**config.mk**
```make
export PLATFORM = sky130hd
export DESIGN_NAME = distance_vector_route_table_core
export DESIGN_NICKNAME = d
export VERILOG_FILES = /design/src/dvrt_pkg.sv /design/src/dvrt_ctrl.sv /design/src/dvrt_dp.sv /design/src/distance_vector_route_table_core.sv
export SDC_FILE = /design/constraint.sdc
export NUM_CORES = 2
export LEC_CHECK = 0
export BUFFER_PORTS_ARGS = -buffer_cell sky130_fd_sc_hd__buf_2
export CAP_MARGIN = 10
export CORE_MARGIN = 4
export CORE_UTILIZATION = 64
export CTS_BUF_LIST = sky130_fd_sc_hd__clkbuf_16
export DETAILED_ROUTE_END_ITERATION = 16
export PLACE_DENSITY = 0.81
export RECOVER_POWER = 100
export SKIP_LAST_GASP = 1
export SYNTH_ARGS = -nofsm -noshare
export SYNTH_HDL_FRONTEND = slang
export SYNTH_SLANG_ARGS = --single-unit
```
**constraint.sdc**
```tcl
create_clock -name clock -period 18.3 [get_ports clock]
set_clock_uncertainty 0.1 [all_clocks]
set_input_delay 2.745 -clock clock [delete_from_list [all_inputs] [get_ports clock]]
set_output_delay 2.745 -clock clock [all_outputs]
set_load 0.05 [all_outputs]
```
**src/dvrt_pkg.sv**
```systemverilog
// Shared types and constants for the distance-vector route table.
// Used by dvrt_ctrl, dvrt_dp and the top level; depends on nothing.
package dvrt_pkg;

   localparam int NODES     = 16;
   localparam int IDX_BITS  = 4;
   localparam int COST_BITS = 16;
   localparam int KIND_BITS = 3;
   localparam int FAIL_BITS = 5;

   localparam logic [COST_BITS-1:0] COST_INF = '1;

   // Request kinds.
   localparam logic [KIND_BITS-1:0] KIND_ADD    = 3'd0;
   localparam logic [KIND_BITS-1:0] KIND_ENTRY  = 3'd1;
   localparam logic [KIND_BITS-1:0] KIND_TICK   = 3'd2;
   localparam logic [KIND_BITS-1:0] KIND_COST   = 3'd3;
   localparam logic [KIND_BITS-1:0] KIND_LOOKUP = 3'd4;

   // Register indexes of the configuration port.
   localparam logic REG_OWN_NODE = 1'b0;
   localparam logic REG_TIMEOUT  = 1'b1;

   // Command from controller to datapath, one step per cycle.
   typedef struct packed {
      logic                latch;
      logic                exec;
      logic                scan_link;
      logic                scan_route;
      logic                scan_cost;
      logic                publish;
      logic [IDX_BITS-1:0] idx;
   } cmd_type;

   // Status from datapath to controller.
   typedef struct packed {
      logic [KIND_BITS-1:0] kind;
      logic                 cost_go;
      logic                 rsp_free;
   } status_type;

endpackage

```
**src/dvrt_ctrl.sv**
```systemverilog
// Controller state machine for the distance-vector route table.
// Depends on dvrt_pkg; drives the datapath dvrt_dp by command and status.
module dvrt_ctrl (
   input  logic                   clock,
   input  logic                   reset,
   input  logic                   req_tvalid,
   output logic                   req_tready,
   input  dvrt_pkg::status_type   status,
   output dvrt_pkg::cmd_type      cmd
);
   import dvrt_pkg::*;

   localparam logic [2:0] S_IDLE  = 3'd0;
   localparam logic [2:0] S_EXEC  = 3'd1;
   localparam logic [2:0] S_SCANL = 3'd2;
   localparam logic [2:0] S_SCANR = 3'd3;
   localparam logic [2:0] S_SCANC = 3'd4;
   localparam logic [2:0] S_DONE  = 3'd5;

   localparam logic [IDX_BITS-1:0] IDX_LAST = IDX_BITS'(NODES - 1);

   logic [2:0]          state_ff, state_in;
   logic [IDX_BITS-1:0] idx_ff, idx_in;

   assign req_tready = (state_ff == S_IDLE);

   // Next state and scan index.
   always_comb begin
      state_in = state_ff;
      idx_in   = idx_ff;
      case (state_ff)
         S_IDLE: begin
            if (req_tvalid) state_in = S_EXEC;
         end
         S_EXEC: begin
            idx_in = '0;
            if (status.kind == KIND_TICK) begin
               state_in = S_SCANL;
            end else if (status.kind == KIND_COST && status.cost_go) begin
               state_in = S_SCANC;
            end else begin
               state_in = S_DONE;
            end
         end
         S_SCANL: begin
            idx_in = idx_ff + 1'b1;
            if (idx_ff == IDX_LAST) state_in = S_SCANR;
         end
         S_SCANR, S_SCANC: begin
            idx_in = idx_ff + 1'b1;
            if (idx_ff == IDX_LAST) state_in = S_DONE;
         end
         S_DONE: begin
            if (status.rsp_free) state_in = S_IDLE;
         end
         default: state_in = S_IDLE;
      endcase
   end

   // Commands for the current state.
   always_comb begin
      cmd            = '0;
      cmd.idx        = idx_ff;
      cmd.latch      = (state_ff == S_IDLE) && req_tvalid;
      cmd.exec       = (state_ff == S_EXEC);
      cmd.scan_link  = (state_ff == S_SCANL);
      cmd.scan_route = (state_ff == S_SCANR);
      cmd.scan_cost  = (state_ff == S_SCANC);
      cmd.publish    = (state_ff == S_DONE) && status.rsp_free;
   end

   always_ff @(posedge clock) begin
      if (reset) begin
         state_ff <= S_IDLE;
         idx_ff   <= '0;
      end else begin
         state_ff <= state_in;
         idx_ff   <= idx_in;
      end
   end

   // A result is only published into a free output slot.
   assert property (@(posedge clock) disable iff (reset) cmd.publish |-> status.rsp_free)
      else $error("publish into occupied output slot");

   // Every scan starts at entry zero.
   assert property (@(posedge clock) disable iff (reset)
      (state_ff == S_EXEC) |=> (idx_ff == '0))
      else $error("scan did not start at entry zero");

   // The state register only holds defined states.
   assert property (@(posedge clock) disable iff (reset) state_ff <= S_DONE)
      else $error("undefined controller state");

endmodule

```
**src/dvrt_dp.sv**
```systemverilog
// Datapath of the distance-vector route table: route and link tables,
// item registers, per-entry update logic and the result register. Uses dvrt_pkg.
module dvrt_dp (
   input  logic                             clock,
   input  logic                             reset,
   input  dvrt_pkg::cmd_type                cmd,
   output dvrt_pkg::status_type             status,
   input  logic [dvrt_pkg::KIND_BITS-1:0]   in_kind,
   input  logic [dvrt_pkg::IDX_BITS-1:0]    in_peer,
   input  logic [dvrt_pkg::IDX_BITS-1:0]    in_target,
   input  logic [dvrt_pkg::COST_BITS-1:0]   in_cost_value,
   input  logic [dvrt_pkg::IDX_BITS-1:0]    in_peer_hop,
   input  logic                             in_peer_hop_valid,
   input  logic [dvrt_pkg::IDX_BITS-1:0]    own_node,
   input  logic [7:0]                       timeout_ticks,
   input  logic                             own_wr,
   input  logic [dvrt_pkg::IDX_BITS-1:0]    own_wdata,
   output logic                             rsp_valid,
   input  logic                             rsp_ready,
   output logic                             rsp_changed,
   output logic [dvrt_pkg::IDX_BITS-1:0]    rsp_hop_out,
   output logic                             rsp_hop_out_valid,
   output logic [dvrt_pkg::COST_BITS-1:0]   rsp_cost_out,
   output logic [dvrt_pkg::FAIL_BITS-1:0]   rsp_links_failed
);
   import dvrt_pkg::*;

   // Route and link tables.
   logic [IDX_BITS-1:0]  route_hop_ff  [NODES];
   logic [NODES-1:0]     route_valid_ff;
   logic [COST_BITS-1:0] route_cost_ff [NODES];
   logic [NODES-1:0]     link_present_ff;
   logic [NODES-1:0]     link_up_ff;
   logic [COST_BITS-1:0] link_cost_ff  [NODES];
   logic [15:0]          heard_ff      [NODES];
   logic [15:0]          tick_ff;

   // Current item.
   logic [KIND_BITS-1:0] kind_ff;
   logic [IDX_BITS-1:0]  peer_ff, target_ff, phop_ff;
   logic [COST_BITS-1:0] cv_ff;
   logic                 phopv_ff;

   // Work registers of the item.
   logic                 ch_ff;
   logic [FAIL_BITS-1:0] fail_cnt_ff;
   logic [NODES-1:0]     mask_ff;
   logic [COST_BITS-1:0] old_cost_ff;
   logic [IDX_BITS-1:0]  hop_o_ff;
   logic                 hv_o_ff;
   logic [COST_BITS-1:0] cost_o_ff;

   // Output register.
   logic                 rsp_valid_ff;
   logic                 rsp_changed_ff;
   logic [IDX_BITS-1:0]  rsp_hop_ff;
   logic                 rsp_hv_ff;
   logic [COST_BITS-1:0] rsp_cost_ff;
   logic [FAIL_BITS-1:0] rsp_fail_ff;

   logic [IDX_BITS-1:0]  ra, la;
   logic [IDX_BITS-1:0]  r_hop;
   logic                 r_v;
   logic [COST_BITS-1:0] r_cost;
   logic                 l_pres, l_up;
   logic [COST_BITS-1:0] l_cost;
   logic [15:0]          l_heard;
   logic                 peer_ok, entry_go, cost_go_in, link_fails;
   logic [COST_BITS:0]   cand_sum, cand, shift_sum;
   logic                 rw_en;
   logic [IDX_BITS-1:0]  rw_hop_raw, rw_hop;
   logic [COST_BITS:0]   rw_cost_raw;
   logic [COST_BITS-1:0] rw_cost;
   logic                 rw_v, rw_diff;
   logic [15:0]          silence;
   logic [NODES-1:0]     own_ok, entry_ok;

   // Table read ports: one route address and one link address per cycle.
   always_comb begin
      if (cmd.exec) begin
         ra = (kind_ff == KIND_ENTRY || kind_ff == KIND_LOOKUP) ? target_ff : peer_ff;
         la = peer_ff;
      end else begin
         ra = cmd.idx;
         la = cmd.idx;
      end
      r_hop   = route_hop_ff[ra];
      r_v     = route_valid_ff[ra];
      r_cost  = route_cost_ff[ra];
      l_pres  = link_present_ff[la];
      l_up    = link_up_ff[la];
      l_cost  = link_cost_ff[la];
      l_heard = heard_ff[la];
   end

   assign peer_ok    = (peer_ff != own_node);
   assign entry_go   = peer_ok && l_pres;
   assign cost_go_in = peer_ok && l_pres;
   assign silence    = tick_ff - l_heard;
   assign link_fails = l_pres && l_up && (silence > {8'd0, timeout_ticks});

   // Saturating candidate cost of a neighbor entry.
   always_comb begin
      cand_sum = {1'b0, l_cost} + {1'b0, cv_ff};
      if (l_cost == COST_INF || cv_ff == COST_INF || cand_sum >= {1'b0, COST_INF}) begin
         cand = {1'b0, COST_INF};
      end else begin
         cand = cand_sum;
      end
   end

   assign shift_sum = {1'b0, r_cost} + {1'b0, cv_ff};

   // Route update chosen for this step.
   always_comb begin
      rw_en       = 1'b0;
      rw_hop_raw  = peer_ff;
      rw_cost_raw = {1'b0, cv_ff};
      if (cmd.exec) begin
         case (kind_ff)
            KIND_ADD: begin
               rw_en = peer_ok && ((r_v && r_hop == peer_ff) || cv_ff < r_cost);
            end
            KIND_ENTRY: begin
               rw_cost_raw = cand;
               rw_en = entry_go && (target_ff != own_node) &&
                       ((r_v && r_hop == peer_ff) ||
                        (cand < {1'b0, r_cost} && !(phopv_ff && phop_ff == own_node))) &&
                       ({1'b0, r_cost} != cand);
            end
            default: rw_en = 1'b0;
         endcase
      end else if (cmd.scan_route) begin
         // Routes through a failed link fall back to a live direct link, else become infinite.
         rw_en = (cmd.idx != own_node) && r_v && mask_ff[r_hop];
         if ((cmd.idx != r_hop) && l_pres && l_up) begin
            rw_hop_raw  = cmd.idx;
            rw_cost_raw = {1'b0, l_cost};
         end else begin
            rw_hop_raw  = '0;
            rw_cost_raw = {1'b0, COST_INF};
         end
      end else if (cmd.scan_cost && cmd.idx != own_node) begin
         // Routes via the changed link shift by the difference; a cheaper direct link wins.
         if (r_v && r_hop == peer_ff) begin
            rw_en = 1'b1;
            if (cmd.idx == peer_ff || cv_ff == COST_INF) begin
               rw_cost_raw = {1'b0, cv_ff};
            end else if (shift_sum > {1'b0, old_cost_ff}) begin
               rw_cost_raw = shift_sum - {1'b0, old_cost_ff};
            end else begin
               rw_cost_raw = '0;
            end
         end else if (cmd.idx == peer_ff && r_cost > cv_ff) begin
            rw_en = 1'b1;
         end
      end
   end

   // Infinite routes carry no next hop.
   always_comb begin
      if (rw_cost_raw >= {1'b0, COST_INF}) begin
         rw_hop  = '0;
         rw_v    = 1'b0;
         rw_cost = COST_INF;
      end else begin
         rw_hop  = rw_hop_raw;
         rw_v    = 1'b1;
         rw_cost = rw_cost_raw[COST_BITS-1:0];
      end
      rw_diff = rw_en && (rw_hop != r_hop || rw_v != r_v || rw_cost != r_cost);
   end

   // Item registers.
   always_ff @(posedge clock) begin
      if (cmd.latch) begin
         kind_ff   <= in_kind;
         peer_ff   <= in_peer;
         target_ff <= in_target;
         cv_ff     <= in_cost_value;
         phop_ff   <= in_peer_hop;
         phopv_ff  <= in_peer_hop_valid;
      end
   end

   // Work registers and lookup answer.
   always_ff @(posedge clock) begin
      if (cmd.exec) begin
         ch_ff       <= rw_diff;
         fail_cnt_ff <= '0;
         mask_ff     <= '0;
         old_cost_ff <= l_cost;
         if (kind_ff == KIND_LOOKUP) begin
            hop_o_ff  <= r_hop;
            hv_o_ff   <= r_v;
            cost_o_ff <= r_cost;
         end else begin
            hop_o_ff  <= '0;
            hv_o_ff   <= 1'b0;
            cost_o_ff <= '0;
         end
      end else begin
         if (rw_diff) ch_ff <= 1'b1;
         if (cmd.scan_link && link_fails) begin
            mask_ff[cmd.idx] <= 1'b1;
            fail_cnt_ff      <= fail_cnt_ff + 1'b1;
         end
      end
   end

   // Route and link tables.
   always_ff @(posedge clock) begin
      if (reset) begin
         for (int i = 0; i < NODES; i++) begin
            route_hop_ff[i]  <= '0;
            route_cost_ff[i] <= (i == 0) ? COST_BITS'(0) : COST_INF;
            link_cost_ff[i]  <= COST_INF;
            heard_ff[i]      <= '0;
         end
         route_valid_ff    <= NODES'(1);
         link_present_ff   <= '0;
         link_up_ff        <= '0;
         tick_ff           <= '0;
      end else begin
         if (rw_en) begin
            route_hop_ff[ra]   <= rw_hop;
            route_valid_ff[ra] <= rw_v;
            route_cost_ff[ra]  <= rw_cost;
         end
         if (cmd.exec) begin
            case (kind_ff)
               KIND_ADD: begin
                  if (peer_ok) begin
                     link_present_ff[la] <= 1'b1;
                     link_up_ff[la]      <= 1'b1;
                     link_cost_ff[la]    <= cv_ff;
                     heard_ff[la]        <= tick_ff;
                  end
               end
               KIND_ENTRY: begin
                  if (entry_go) begin
                     link_up_ff[la] <= 1'b1;
                     heard_ff[la]   <= tick_ff;
                  end
               end
               KIND_TICK: tick_ff <= tick_ff + 1'b1;
               KIND_COST: begin
                  if (cost_go_in) link_cost_ff[la] <= cv_ff;
               end
               default: ;
            endcase
         end
         if (cmd.scan_link && link_fails) link_up_ff[la] <= 1'b0;
         // A new own node gets its zero-cost route.
         if (own_wr) begin
            route_hop_ff[own_wdata]   <= own_wdata;
            route_valid_ff[own_wdata] <= 1'b1;
            route_cost_ff[own_wdata]  <= '0;
         end
      end
   end

   // Output register.
   always_ff @(posedge clock) begin
      if (reset) begin
         rsp_valid_ff <= 1'b0;
      end else if (cmd.publish) begin
         rsp_valid_ff <= 1'b1;
      end else if (rsp_ready) begin
         rsp_valid_ff <= 1'b0;
      end
   end

   always_ff @(posedge clock) begin
      if (cmd.publish) begin
         rsp_changed_ff <= ch_ff;
         rsp_hop_ff     <= hop_o_ff;
         rsp_hv_ff      <= hv_o_ff;
         rsp_cost_ff    <= cost_o_ff;
         rsp_fail_ff    <= (kind_ff == KIND_TICK) ? fail_cnt_ff : '0;
      end
   end

   assign rsp_valid         = rsp_valid_ff;
   assign rsp_changed       = rsp_changed_ff;
   assign rsp_hop_out       = rsp_hop_ff;
   assign rsp_hop_out_valid = rsp_hv_ff;
   assign rsp_cost_out      = rsp_cost_ff;
   assign rsp_links_failed  = rsp_fail_ff;

   assign status.kind     = kind_ff;
   assign status.cost_go  = cost_go_in;
   assign status.rsp_free = !rsp_valid_ff || rsp_ready;

   // Consistency flags for the checks below.
   always_comb begin
      for (int i = 0; i < NODES; i++) begin
         entry_ok[i] = (route_valid_ff[i] == (route_cost_ff[i] != COST_INF)) &&
                       (route_valid_ff[i] || route_hop_ff[i] == '0);
         own_ok[i]   = (IDX_BITS'(i) != own_node) ||
                       (route_valid_ff[i] && route_cost_ff[i] == '0);
      end
   end

   // A route is valid exactly when its cost is finite.
   assert property (@(posedge clock) disable iff (reset) &entry_ok)
      else $error("route entry validity and cost disagree");

   // The own route stays valid at cost zero.
   assert property (@(posedge clock) disable iff (reset) &own_ok)
      else $error("own route lost");

   // A stalled result stays valid with its cost and next hop unchanged.
   assert property (@(posedge clock) disable iff (reset)
      (rsp_valid_ff && !rsp_ready) |=>
         (rsp_valid_ff && $stable(rsp_cost_ff) && $stable(rsp_hop_ff)))
      else $error("stalled result changed");

endmodule

```
**src/distance_vector_route_table_core.sv**
```systemverilog
// Distance-vector route table: top level with the configuration registers.
// Instantiates dvrt_ctrl and dvrt_dp; uses dvrt_pkg.
//
// One request is worked on at a time. Add-link, neighbor-entry and lookup
// requests go from acceptance through execution to the result; a cost change
// on a present link walks all sixteen route entries; a tick walks the link
// table and then the route table, one entry per cycle each. A finished result
// waits in the output register while the next request is accepted. Register 0
// (own_node, byte address 0) and register 1 (timeout_ticks, address 4) are to be
// written by the user only while the block is idle; the block does not enforce this.
module distance_vector_route_table_core (
   input  logic        clock,
   input  logic        reset,
   input  logic        req_tvalid,
   output logic        req_tready,
   input  logic [31:0] req_tdata,  // peer[3:0], target[7:4], cost_value[23:8],
                                   // peer_hop[27:24], peer_hop_valid[28], zero fill
   input  logic [2:0]  req_tuser,  // kind[2:0]
   output logic        rsp_tvalid,
   input  logic        rsp_tready,
   output logic [31:0] rsp_tdata,  // changed[0], hop_out[4:1], hop_out_valid[5],
                                   // cost_out[21:6], links_failed[26:22], zero fill
   input  logic        csr_psel,
   input  logic        csr_penable,
   input  logic        csr_pwrite,
   input  logic [2:0]  csr_paddr,
   input  logic [31:0] csr_pwdata,
   output logic [31:0] csr_prdata,
   output logic        csr_pready
);
   import dvrt_pkg::*;

   logic [IDX_BITS-1:0]  own_ff, own_in;
   logic [7:0]           timeout_ff, timeout_in;
   logic                 csr_wr, own_wr;
   cmd_type              cmd;
   status_type           status;
   logic                 rsp_changed, rsp_hv;
   logic [IDX_BITS-1:0]  rsp_hop;
   logic [COST_BITS-1:0] rsp_cost;
   logic [FAIL_BITS-1:0] rsp_fail;

   // Configuration register writes and reads.
   assign csr_pready = 1'b1;
   assign csr_wr     = csr_psel && csr_penable && csr_pwrite && csr_pready;
   assign own_wr     = csr_wr && (csr_paddr[2] == REG_OWN_NODE);

   always_comb begin
      own_in     = own_ff;
      timeout_in = timeout_ff;
      if (own_wr) own_in = csr_pwdata[IDX_BITS-1:0];
      if (csr_wr && csr_paddr[2] == REG_TIMEOUT) timeout_in = csr_pwdata[7:0];
   end

   always_ff @(posedge clock) begin
      if (reset) begin
         own_ff     <= '0;
         timeout_ff <= 8'd3;
      end else begin
         own_ff     <= own_in;
         timeout_ff <= timeout_in;
      end
   end

   always_comb begin
      case (csr_paddr[2])
         REG_OWN_NODE: csr_prdata = {{(32-IDX_BITS){1'b0}}, own_ff};
         REG_TIMEOUT:  csr_prdata = {24'd0, timeout_ff};
         default:      csr_prdata = '0;
      endcase
   end

   dvrt_ctrl u_ctrl (
      .clock      (clock),
      .reset      (reset),
      .req_tvalid (req_tvalid),
      .req_tready (req_tready),
      .status     (status),
      .cmd        (cmd)
   );

   dvrt_dp u_dp (
      .clock             (clock),
      .reset             (reset),
      .cmd               (cmd),
      .status            (status),
      .in_kind           (req_tuser),
      .in_peer           (req_tdata[3:0]),
      .in_target         (req_tdata[7:4]),
      .in_cost_value     (req_tdata[23:8]),
      .in_peer_hop       (req_tdata[27:24]),
      .in_peer_hop_valid (req_tdata[28]),
      .own_node          (own_ff),
      .timeout_ticks     (timeout_ff),
      .own_wr            (own_wr),
      .own_wdata         (csr_pwdata[IDX_BITS-1:0]),
      .rsp_valid         (rsp_tvalid),
      .rsp_ready         (rsp_tready),
      .rsp_changed       (rsp_changed),
      .rsp_hop_out       (rsp_hop),
      .rsp_hop_out_valid (rsp_hv),
      .rsp_cost_out      (rsp_cost),
      .rsp_links_failed  (rsp_fail)
   );

   assign rsp_tdata = {5'd0, rsp_fail, rsp_cost, rsp_hv, rsp_hop, rsp_changed};

endmodule

```
# Word level (Yosys, flattened, before mapping)
# Memory sizes are Yosys's and may differ from the RTL's.
# Index checks and enable logic that the tools add are counted.
# Widths: inputs -> output; s select.
[totals]
ff_bits = 202
ramBits = 832
inputBits = 77
out_inout_bits = 67
elab_cells = 251
n_memories = 4
[op_classes]
n_addsub = 7
n_lt_le_gt_ge = 16
eq_ne = 27
mux = 105
bitwise = 9
reduce_logical = 56
[memory_table]
columns = ["memory", "words", "width", "read_ports", "rd_clocked_by_memory_dff", "write_ports", "line_no", "rtl"]
rows = [
  ["u_dp.heard_ff", 16, 16, 1, 0, 16, "dvrt_dp.sv:35", "logic [15:0] heard_ff [NODES];"],
  ["u_dp.link_cost_ff", 16, 16, 1, 0, 16, "dvrt_dp.sv:34", "logic [COST_BITS-1:0] link_cost_ff [NODES];"],
  ["u_dp.route_cost_ff", 16, 16, 1, 0, 16, "dvrt_dp.sv:31", "logic [COST_BITS-1:0] route_cost_ff [NODES];"],
  ["u_dp.route_hop_ff", 16, 4, 1, 0, 16, "dvrt_dp.sv:29", "logic [IDX_BITS-1:0] route_hop_ff [NODES];"],
]
[op_table]
columns = ["operator", "count"]
rows = [
  ["$mux 16", 16],
  ["$mux 17", 8],
  ["$or 16x16->16", 4],
  ["$pmux 32 s2", 1],
  ["$reduce_or 16->1", 4],
  ["$mux 4", 15],
  ["$mux 1", 47],
  ["$add 16x16->17", 2],
  ["$ge 17x16->1 const B", 2],
  ["$eq 16x16->1 const B", 2],
  ["$pmux 16 s2", 1],
  ["$logic_and 1x1->1", 29],
  ["$lt 4x5->1 const B", 5],
  ["$ne 4x4->1", 5],
  ["$gt 17x16->1", 1],
  ["$lt 17x16->1", 1],
  ["$ne 16x17->1", 1],
  ["$sub 17x16->17", 1],
  ["$add 16x1->16 const B", 1],
  ["$and 16x16->16", 1],
  ["$bmux 1 s4", 4],
  ["$bwmux 16", 1],
  ["$demux 1 s4", 4],
  ["$ge 4x1->1 const B", 4],
  ["other kinds (32)", 60],
]

# Depth between registers and ports, before layout
# An unclocked memory read counts as a cell.
[depth]
word_depth = 21
ltp_mapped = 54
mapped_depth_nobuf = 44

# Hierarchy
# A second synthesis with hierarchy kept.
[hier_totals]
hier_cells = 4764
hier_area_um2 = 51957.3
[modules_own_cells]
columns = ["module", "instances", "cells_per_inst", "area_each_um2", "seq_area_each_um2"]
rows = [
  ["dvrt_dp", 1, 4610, 50589.8, 27055.9],
  ["distance_vector_route_table_core", 1, 95, 888.4, 240.2],
  ["dvrt_ctrl", 1, 59, 479.2, 140.1],
]

# Least setup slack after synthesis
# No wires, ideal clock.
[synth_path]
kind = "reg-to-reg"
start = "reg u_ctrl.state_ff[0]"
end = "reg u_dp.ch_ff (enable)"
setup_time_ns = 0.246
arrival_ns = 9.549
t_required_ns = 17.954
path_slack_ns = 8.406
stages_incl_launch_ff = 53
n_path_buf = 8
synth_period_minus_slack_ns = 9.894
cell_sequence = "dfxtp_1 > or3b_1 > buf_6 > clkinv_4 > buf_4 > nor2_1 > a21oi_1 > buf_2 > buf_4 > clkbuf_1 > buf_1 > clkbuf_1 > buf_1 > nand2_1 > nand3_1 > nand3_1 > a21oi_1 > a21oi_1 > (+17 left out) > a21oi_1 > xor2_1 > ha_1 > nand2_1 > nor2_1 > or4b_2 > nor2b_1 > a311o_1 > inv_1 > o2111a_1 > a2111oi_2 > or2_2 > nor2_1 > xnor2_1 > o21ai_0 > nor4_1 > nand4_1 > a21o_1"
[synth_between]
elab_chain_cells = 18
elab_cells_between_ends = 74
classes_between = "3 x add/sub; 6 x order compare; 10 x eq/ne; 31 x mux; 21 x reduce/logical; 3 x memory"
[synth_rtl]
columns = ["item", "line_no", "rtl"]
rows = [
  ["start, declared", "dvrt_ctrl.sv:22", "logic [2:0] state_ff, state_in;"],
  ["start signal, assigned", "dvrt_ctrl.sv:77", "state_ff <= state_in;"],
  ["$eq 3x1->1 (*)", "dvrt_ctrl.sv:65", "cmd.exec = (state_ff == S_EXEC);"],
  ["$mux 4 (*)", "dvrt_dp.sv:80", "if (cmd.exec) begin"],
  ["$mem_v2 16x16 (*)", "n/a", ""],
  ["net u_dp.r_cost[1]", "dvrt_dp.sv:64", "logic [COST_BITS-1:0] r_cost;"],
  ["$add 16x16->17", "dvrt_dp.sv:112", "assign shift_sum = {1'b0, r_cost} + {1'b0, cv_ff};"],
  ["$sub 17x16->17 / $gt 17x16->1 (equally long branches)", "dvrt_dp.sv:150, dvrt_dp.sv:149", ""],
  ["$mux 17", "dvrt_dp.sv:149", "end else if (shift_sum > {1'b0, old_cost_ff}) begin"],
  ["$mux 17", "dvrt_dp.sv:147", "if (cmd.idx == peer_ff || cv_ff == COST_INF) begin"],
  ["(+2 left out)", "n/a", ""],
  ["$mux 17", "dvrt_dp.sv:133", "end else if (cmd.scan_route) begin"],
  ["$mux 17", "dvrt_dp.sv:119", "if (cmd.exec) begin"],
  ["$ge 17x16->1", "dvrt_dp.sv:162", "if (rw_cost_raw >= {1'b0, COST_INF}) begin"],
  ["$mux 4 / $mux 1 (equally long branches)", "dvrt_dp.sv:162", ""],
  ["$ne 4x4->1 / $ne 1x1->1 (equally long branches)", "dvrt_dp.sv:171", "rw_diff = rw_en && (rw_hop != r_hop || rw_v != r_v || rw_cost != r_cost);"],
  ["$logic_or 1x1->1 (2 in a row)", "dvrt_dp.sv:171", ""],
  ["$logic_and 1x1->1 (*)", "dvrt_dp.sv:171", ""],
  ["$reduce_bool 2->1 (no source line) (*)", "n/a", ""],
  ["end signal, assigned", "dvrt_dp.sv:189", "ch_ff <= rw_diff;"],
  ["end, declared", "dvrt_dp.sv:45", "logic ch_ff;"],
]
# The timed path passes the listed nets; every way through them passes the cells marked *. The select of a mux whose other input is x is not followed.
# A chain may end at the register's enable or synchronous reset.

==> flow_summary.html <==
<table>
<tr><th>Metric</th><th>Value</th></tr>
<tr><th colspan="2">Timing</th></tr>
<tr><td>Relative slew slack</td><td>-246%</td></tr>
<tr><td>Unrepaired setup endpoints after global routing</td><td>no</td></tr>
<tr><td>Fmax achieved</td><td>64.2 MHz</td></tr>
<tr><td>Count of endpoints failing hold in the final timing report</td><td>0</td></tr>
<tr><td>Minimum clock period</td><td>15.57 ns</td></tr>
<tr><td>Setup TNS after final layout</td><td>0 ns</td></tr>
<tr><td>Setup violators final</td><td>0</td></tr>
<tr><td>Transition time at the pin with the least slew margin</td><td>5.18 ns</td></tr>
<tr><td>Ratio of final minimum period to clock period</td><td>85.1%</td></tr>
<tr><td>Slew Limit Fails</td><td>788</td></tr>
<tr><td>Post-Route Hold Slack</td><td>0.322 ns</td></tr>
<tr><th colspan="2">Logic synthesis</th></tr>
<tr><td>Gate count of the mapped netlist</td><td>5,588</td></tr>
<tr><td>Largest area contributor in the synthesized netlist</td><td>edfxtp_1</td></tr>
<tr><td>Share of Yosys cell area claimed by the top area cell type</td><td>37.9%</td></tr>
<tr><td>Number of flip-flops and latches in the synthesized netlist</td><td>1,034</td></tr>
<tr><td>Sequential-to-total area share from yosys stat</td><td>51.5%</td></tr>
<tr><td>Cell types with the largest area share after synthesis</td><td>edfxtp_1 38%, dfxtp_1 14%, nand2_1 7.5%</td></tr>
<tr><td>Count of different cell masters after synthesis</td><td>99</td></tr>
<tr><td>Syn Std Cell Area</td><td>0.0533 mm²</td></tr>
<tr><td>Mean post-synth cell area</td><td>9.54 µm²</td></tr>
<tr><td>Top_reg_cell synth</td><td>edfxtp_1</td></tr>
<tr><td>Yosys warning total</td><td>0</td></tr>
<tr><td>Share of async-settable or async-resettable flops after synthesis</td><td>0%</td></tr>
<tr><td>Post-synth EDFFs</td><td>673</td></tr>
<tr><th colspan="2">Clock tree</th></tr>
<tr><td>Number of CTS-inserted buffers</td><td>105</td></tr>
<tr><td>Worst skew pair latency</td><td>0.70 ns</td></tr>
<tr><td>Clock sink total</td><td>1,034</td></tr>
<tr><td>Maximum level of the CTS H-tree</td><td>3</td></tr>
<tr><td>Cts hold-fix bufs</td><td>0</td></tr>
<tr><td>Clock-pin slew on the worst setup and hold paths</td><td>0.06 ns</td></tr>
<tr><td>CTS tree</td><td>yes</td></tr>
<tr><td>Setup repair bufs after CTS</td><td>0</td></tr>
<tr><td>Root cell of the clock tree</td><td>clkbuf_16</td></tr>
<tr><td>Max clock buf depth</td><td>3</td></tr>
<tr><td>Post-cts sizing count</td><td>0</td></tr>
<tr><th colspan="2">Power and ir drop</th></tr>
<tr><td>Cell internal power dissipation</td><td>5.00 mW</td></tr>
<tr><td>Clock share of power</td><td>23.2%</td></tr>
<tr><td>Leakage power of the design</td><td>21.5 nW</td></tr>
<tr><td>Combinational power share</td><td>46.7%</td></tr>
<tr><td>Part of the power in registers</td><td>30.1%</td></tr>
<tr><td>Sw Share</td><td>43.5%</td></tr>
<tr><td>Power Density</td><td>155 mW/mm²</td></tr>
<tr><td>Peak supply drop</td><td>0.159 mV</td></tr>
<tr><td>P_sw</td><td>3.85 mW</td></tr>
<tr><th colspan="2">Route</th></tr>
<tr><td>DRC violation count after routing</td><td>0</td></tr>
<tr><td>Vias</td><td>44.4k</td></tr>
<tr><td>Detailed router's first-iteration violation count</td><td>6,422</td></tr>
<tr><td>Routed wire length</td><td>160,000 µm</td></tr>
<tr><td>Average routed wire per standard cell</td><td>24.3 µm</td></tr>
<tr><td>Total iterations of the first detailed-routing run</td><td>7</td></tr>
<tr><td>Ratio of routed vias to standard cells</td><td>6.72</td></tr>
<tr><td>Detail Route Antenna Nets</td><td>0</td></tr>
<tr><th colspan="2">Cells and area</th></tr>
<tr><td>Total area of sequential cells</td><td>0.0274 mm²</td></tr>
<tr><td>Number of antenna cells inserted</td><td>0</td></tr>
<tr><td>Fraction of layout instances using a drive strength above 1</td><td>6.87%</td></tr>
<tr><td>Final non-filler cell total</td><td>6,601</td></tr>
<tr><td>Multi-input gate area</td><td>0.0236 mm²</td></tr>
<tr><td>Layout overhead on the synthesized area</td><td>7.42%</td></tr>
<tr><td>Leading cell type in the layout, fill and taps excluded</td><td>nand2_1</td></tr>
<tr><td>Most frequent cells in the layout</td><td>1,068 x nand2_1, 673 x edfxtp_1, 597 x nand3_1</td></tr>
<tr><td>Count of filler cells inserted in the layout</td><td>6,144</td></tr>
<tr><td>Number of nets at the end of the flow</td><td>5,636</td></tr>
<tr><th colspan="2">Setup path</th></tr>
<tr><td>Most repeated library cell on the critical path</td><td>o21a_1</td></tr>
<tr><td>Master of the slowest instance on the critical path</td><td>clkbuf_1</td></tr>
<tr><td>CP Class</td><td>reg2reg</td></tr>
<tr><td>Data arrival, critical path</td><td>15.96 ns</td></tr>
<tr><td>Worst flop-to-flop path endpoint</td><td>u_dp.route_cost_ff[1][3]$_SDFFE_PP0P_</td></tr>
<tr><td>Register-to-register setup slack</td><td>2.73 ns</td></tr>
<tr><td>Maximum fanout encountered on the critical timing path</td><td>46</td></tr>
<tr><td>Required time at the worst-slack endpoint</td><td>18.69 ns</td></tr>
<tr><td>Reg-to-reg critical path startpoint</td><td>u_ctrl.state_ff[2]$_SDFFE_PP0P_</td></tr>
<tr><td>Crit. Startpoint</td><td>u_ctrl.state_ff[2]$_SDFFE_PP0P_</td></tr>
<tr><td>Startpoint Class</td><td>flop</td></tr>
<tr><td>Capture point of the critical path</td><td>u_dp.route_cost_ff[1][3]$_SDFFE_PP0P_</td></tr>
<tr><td>Reg2reg path depth</td><td>39</td></tr>
<tr><td>Critical path's largest stage delay</td><td>1.88 ns</td></tr>
<tr><td>Type of element capturing the critical path</td><td>flop</td></tr>
<tr><th colspan="2">Global routing</th></tr>
<tr><td>Total track usage</td><td>35.5%</td></tr>
<tr><td>Via count of the first global-routing pass</td><td>41.8k</td></tr>
<tr><td>Global route overflow</td><td>0</td></tr>
<tr><td>Antenna violations before repair</td><td>2</td></tr>
<tr><td>Pin count of the biggest net entering global routing</td><td>257</td></tr>
<tr><td>Global-route wire length before repair</td><td>242,000 µm</td></tr>
<tr><th colspan="2">Die</th></tr>
<tr><td>Num rows</td><td>105</td></tr>
<tr><td>Die width</td><td>297 µm</td></tr>
<tr><td>Core region area</td><td>0.0824 mm²</td></tr>
<tr><td>Starting Density</td><td>64.7%</td></tr>
<tr><td>Die Outline Area</td><td>0.0880 mm²</td></tr>
<tr><td>Die extent in y</td><td>297 µm</td></tr>
<tr><td>Ports placed on the boundary</td><td>144</td></tr>
<tr><th colspan="2">Place</th></tr>
<tr><td>Quantity of I/O buffers inserted on ports</td><td>84</td></tr>
<tr><td>Placed wire-length estimate after detailed placement</td><td>103,000 µm</td></tr>
<tr><td>Placer congestion estimate</td><td>0.986</td></tr>
<tr><td>Post-Place Cells</td><td>6,402</td></tr>
<tr><th colspan="2">Worst hold path</th></tr>
<tr><td>Hold Path Cell Cnt</td><td>0</td></tr>
<tr><td>Worst Hold Class</td><td>reg2reg</td></tr>
<tr><th colspan="2">Outcome</th></tr>
<tr><td>Status</td><td>finished with violations</td></tr>
<tr><td>Violated checks</td><td>capacitance limit, slew limit</td></tr>
<tr><th colspan="2">Flow run</th></tr>
<tr><td>Max cap viols</td><td>16</td></tr>
</table>
==> metrics by stage <==
| step | total power [mW] | area [µm²] | setup WS [ns] | utilization, % |
|---|---|---|---|---|
| 4_1_cts | 8.74 | 57600 | 5.24 | 69.9 |
| 5_1_grt | 9.24 | 57300 | 2.24 | 69.5 |
| 2_1_floorplan | 5.45 | 53400 | 8.41 | - |
| 6_report | 8.85 | 57300 | 2.73 | 69.5 |
| 3_5_place_dp | 6.71 | 54300 | 5.33 | 65.9 |
| 3_3_place_gp | 6.66 | 54300 | 5.46 | 65.9 |
==> layer usage <==
layer | vias up | GRT usage [%] | part of all wire (%)
li1 | 19800 | - | -
met1 | 21000 | 48.3 | 38
met2 | 2978 | 54.6 | 44
met3 | 564 | 7.47 | 12
met4 | 0 | 17.4 | 5.6
met5 | - | 0 | 0
==> power by group through the flow <==
stage | sequential, mW | clock [mW] | combinational [mW]
after floorplan | 2.68 | 0 | 2.77
after global placement | 2.70 | 0 | 3.95
after detailed placement | 2.71 | 0 | 4.00
after CTS | 2.66 | 2.05 | 4.02
after global routing | 2.67 | 2.15 | 4.42
final | 2.67 | 2.05 | 4.13
==> logic make-up (layout without fill, tap and decap cells) <==
kind of cell	count (synthesis)	count (layout)	share of synthesized area (%)
AOI/OAI and AO/OA	990	990	13.0
xor gates and xnor gates	96	96	1.58
adders and majority gates	119	119	2.85
buffers and inverters	625	540	4.82
DFF	1034	1034	51.5
muxes	189	189	3.78
other	2	30	0.0141
and+or+nand+nor	2533	2533	22.5
==> sequential cells by signal, summed over array words and instances, names as in the netlist, 5 cells and up <==
| name | cells |
|---|---|
| u_dp.link_up_ff | 16 |
| u_dp.rsp_cost_out | 16 |
| u_dp.rsp_links_failed | 5 |
| u_dp.route_valid_ff | 16 |
| u_dp.mask_ff | 16 |
| u_dp.heard_ff | 256 |
| u_dp.route_hop_ff | 64 |
| u_dp.cv_ff | 16 |
| u_dp.route_cost_ff | 256 |
| u_dp.link_present_ff | 16 |
| u_dp.tick_ff | 16 |
| u_dp.old_cost_ff | 16 |
| timeout_ff | 8 |
| u_dp.fail_cnt_ff | 5 |
| u_dp.cost_o_ff | 16 |
| u_dp.link_cost_ff | 256 |
==> cell type report <==
cell class / instances / area share (%)
Sequential cell: 1034 / 47.9
Multi-Input combinational cell: 3957 / 41.2
Clock buffer: 108 / 4.72
Tap cell: 1070 / 2.34
Timing Repair Buffer: 202 / 1.90
Clock inverter: 90 / 0.964
Inverter: 140 / 0.927
==> synth_stat cells (15+ instances only) <==
cell / instances
o211ai_1: 26
a211oi_1: 76
a21o_1: 25
and3_1: 39
mux2i_1: 165
a31o_2: 16
mux2_2: 15
a21oi_1: 200
o21a_1: 21
inv_1: 122
a22oi_1: 226
a31oi_1: 16
nand3_1: 597
or2_2: 41
buf_1: 56
nor4_1: 67
xor2_1: 48
or3_1: 26
clkinv_1: 15
dfxtp_1: 361
nand4_1: 34
clkbuf_1: 352
o211a_1: 24
nand2b_1: 23
buf_2: 34
a311oi_1: 40
nor2_1: 234
o22ai_1: 36
a32oi_1: 15
nand2_1: 1068
xnor2_1: 48
a221oi_1: 30
buf_4: 38
ha_1: 115
nor2b_1: 36
o21ai_0: 120
and2_1: 247
nor3_1: 70
edfxtp_1: 673
==> critical path: cells and delay by family (launching register included) <==
| kind | cells | cell delay (ns) |
|---|---|---|
| AOI/OAI and AO/OA | 21 | 5.37 |
| adders and majority gates | 3 | 0.81 |
| buffers and inverters | 4 | 3.17 |
| DFF | 1 | 0.90 |
| and+or+nand+nor | 11 | 4.90 |
==> worst min-delay path by stage <==
stage / from / end / slack [ns]
2_1_floorplan: u_dp.ch_ff$_SDFFCE_PP1P_ / u_dp.rsp_changed$_DFFE_PP_ / 0.30
3_3_place_gp: u_dp.cost_o_ff[1]$_SDFFCE_PP0N_ / u_dp.rsp_cost_out[1]$_DFFE_PP_ / 0.30
3_5_place_dp: u_dp.hop_o_ff[3]$_SDFFCE_PP0N_ / u_dp.rsp_hop_out[3]$_DFFE_PP_ / 0.31
4_1_cts: u_dp.hop_o_ff[0]$_SDFFCE_PP0N_ / u_dp.rsp_hop_out[0]$_DFFE_PP_ / 0.33
5_1_grt: u_dp.cost_o_ff[15]$_SDFFCE_PP0N_ / u_dp.rsp_cost_out[15]$_DFFE_PP_ / 0.33
6_report: u_dp.cost_o_ff[0]$_SDFFCE_PP0N_ / u_dp.rsp_cost_out[0]$_DFFE_PP_ / 0.32
No activity file was read; power rests on OpenSTA's default activity.
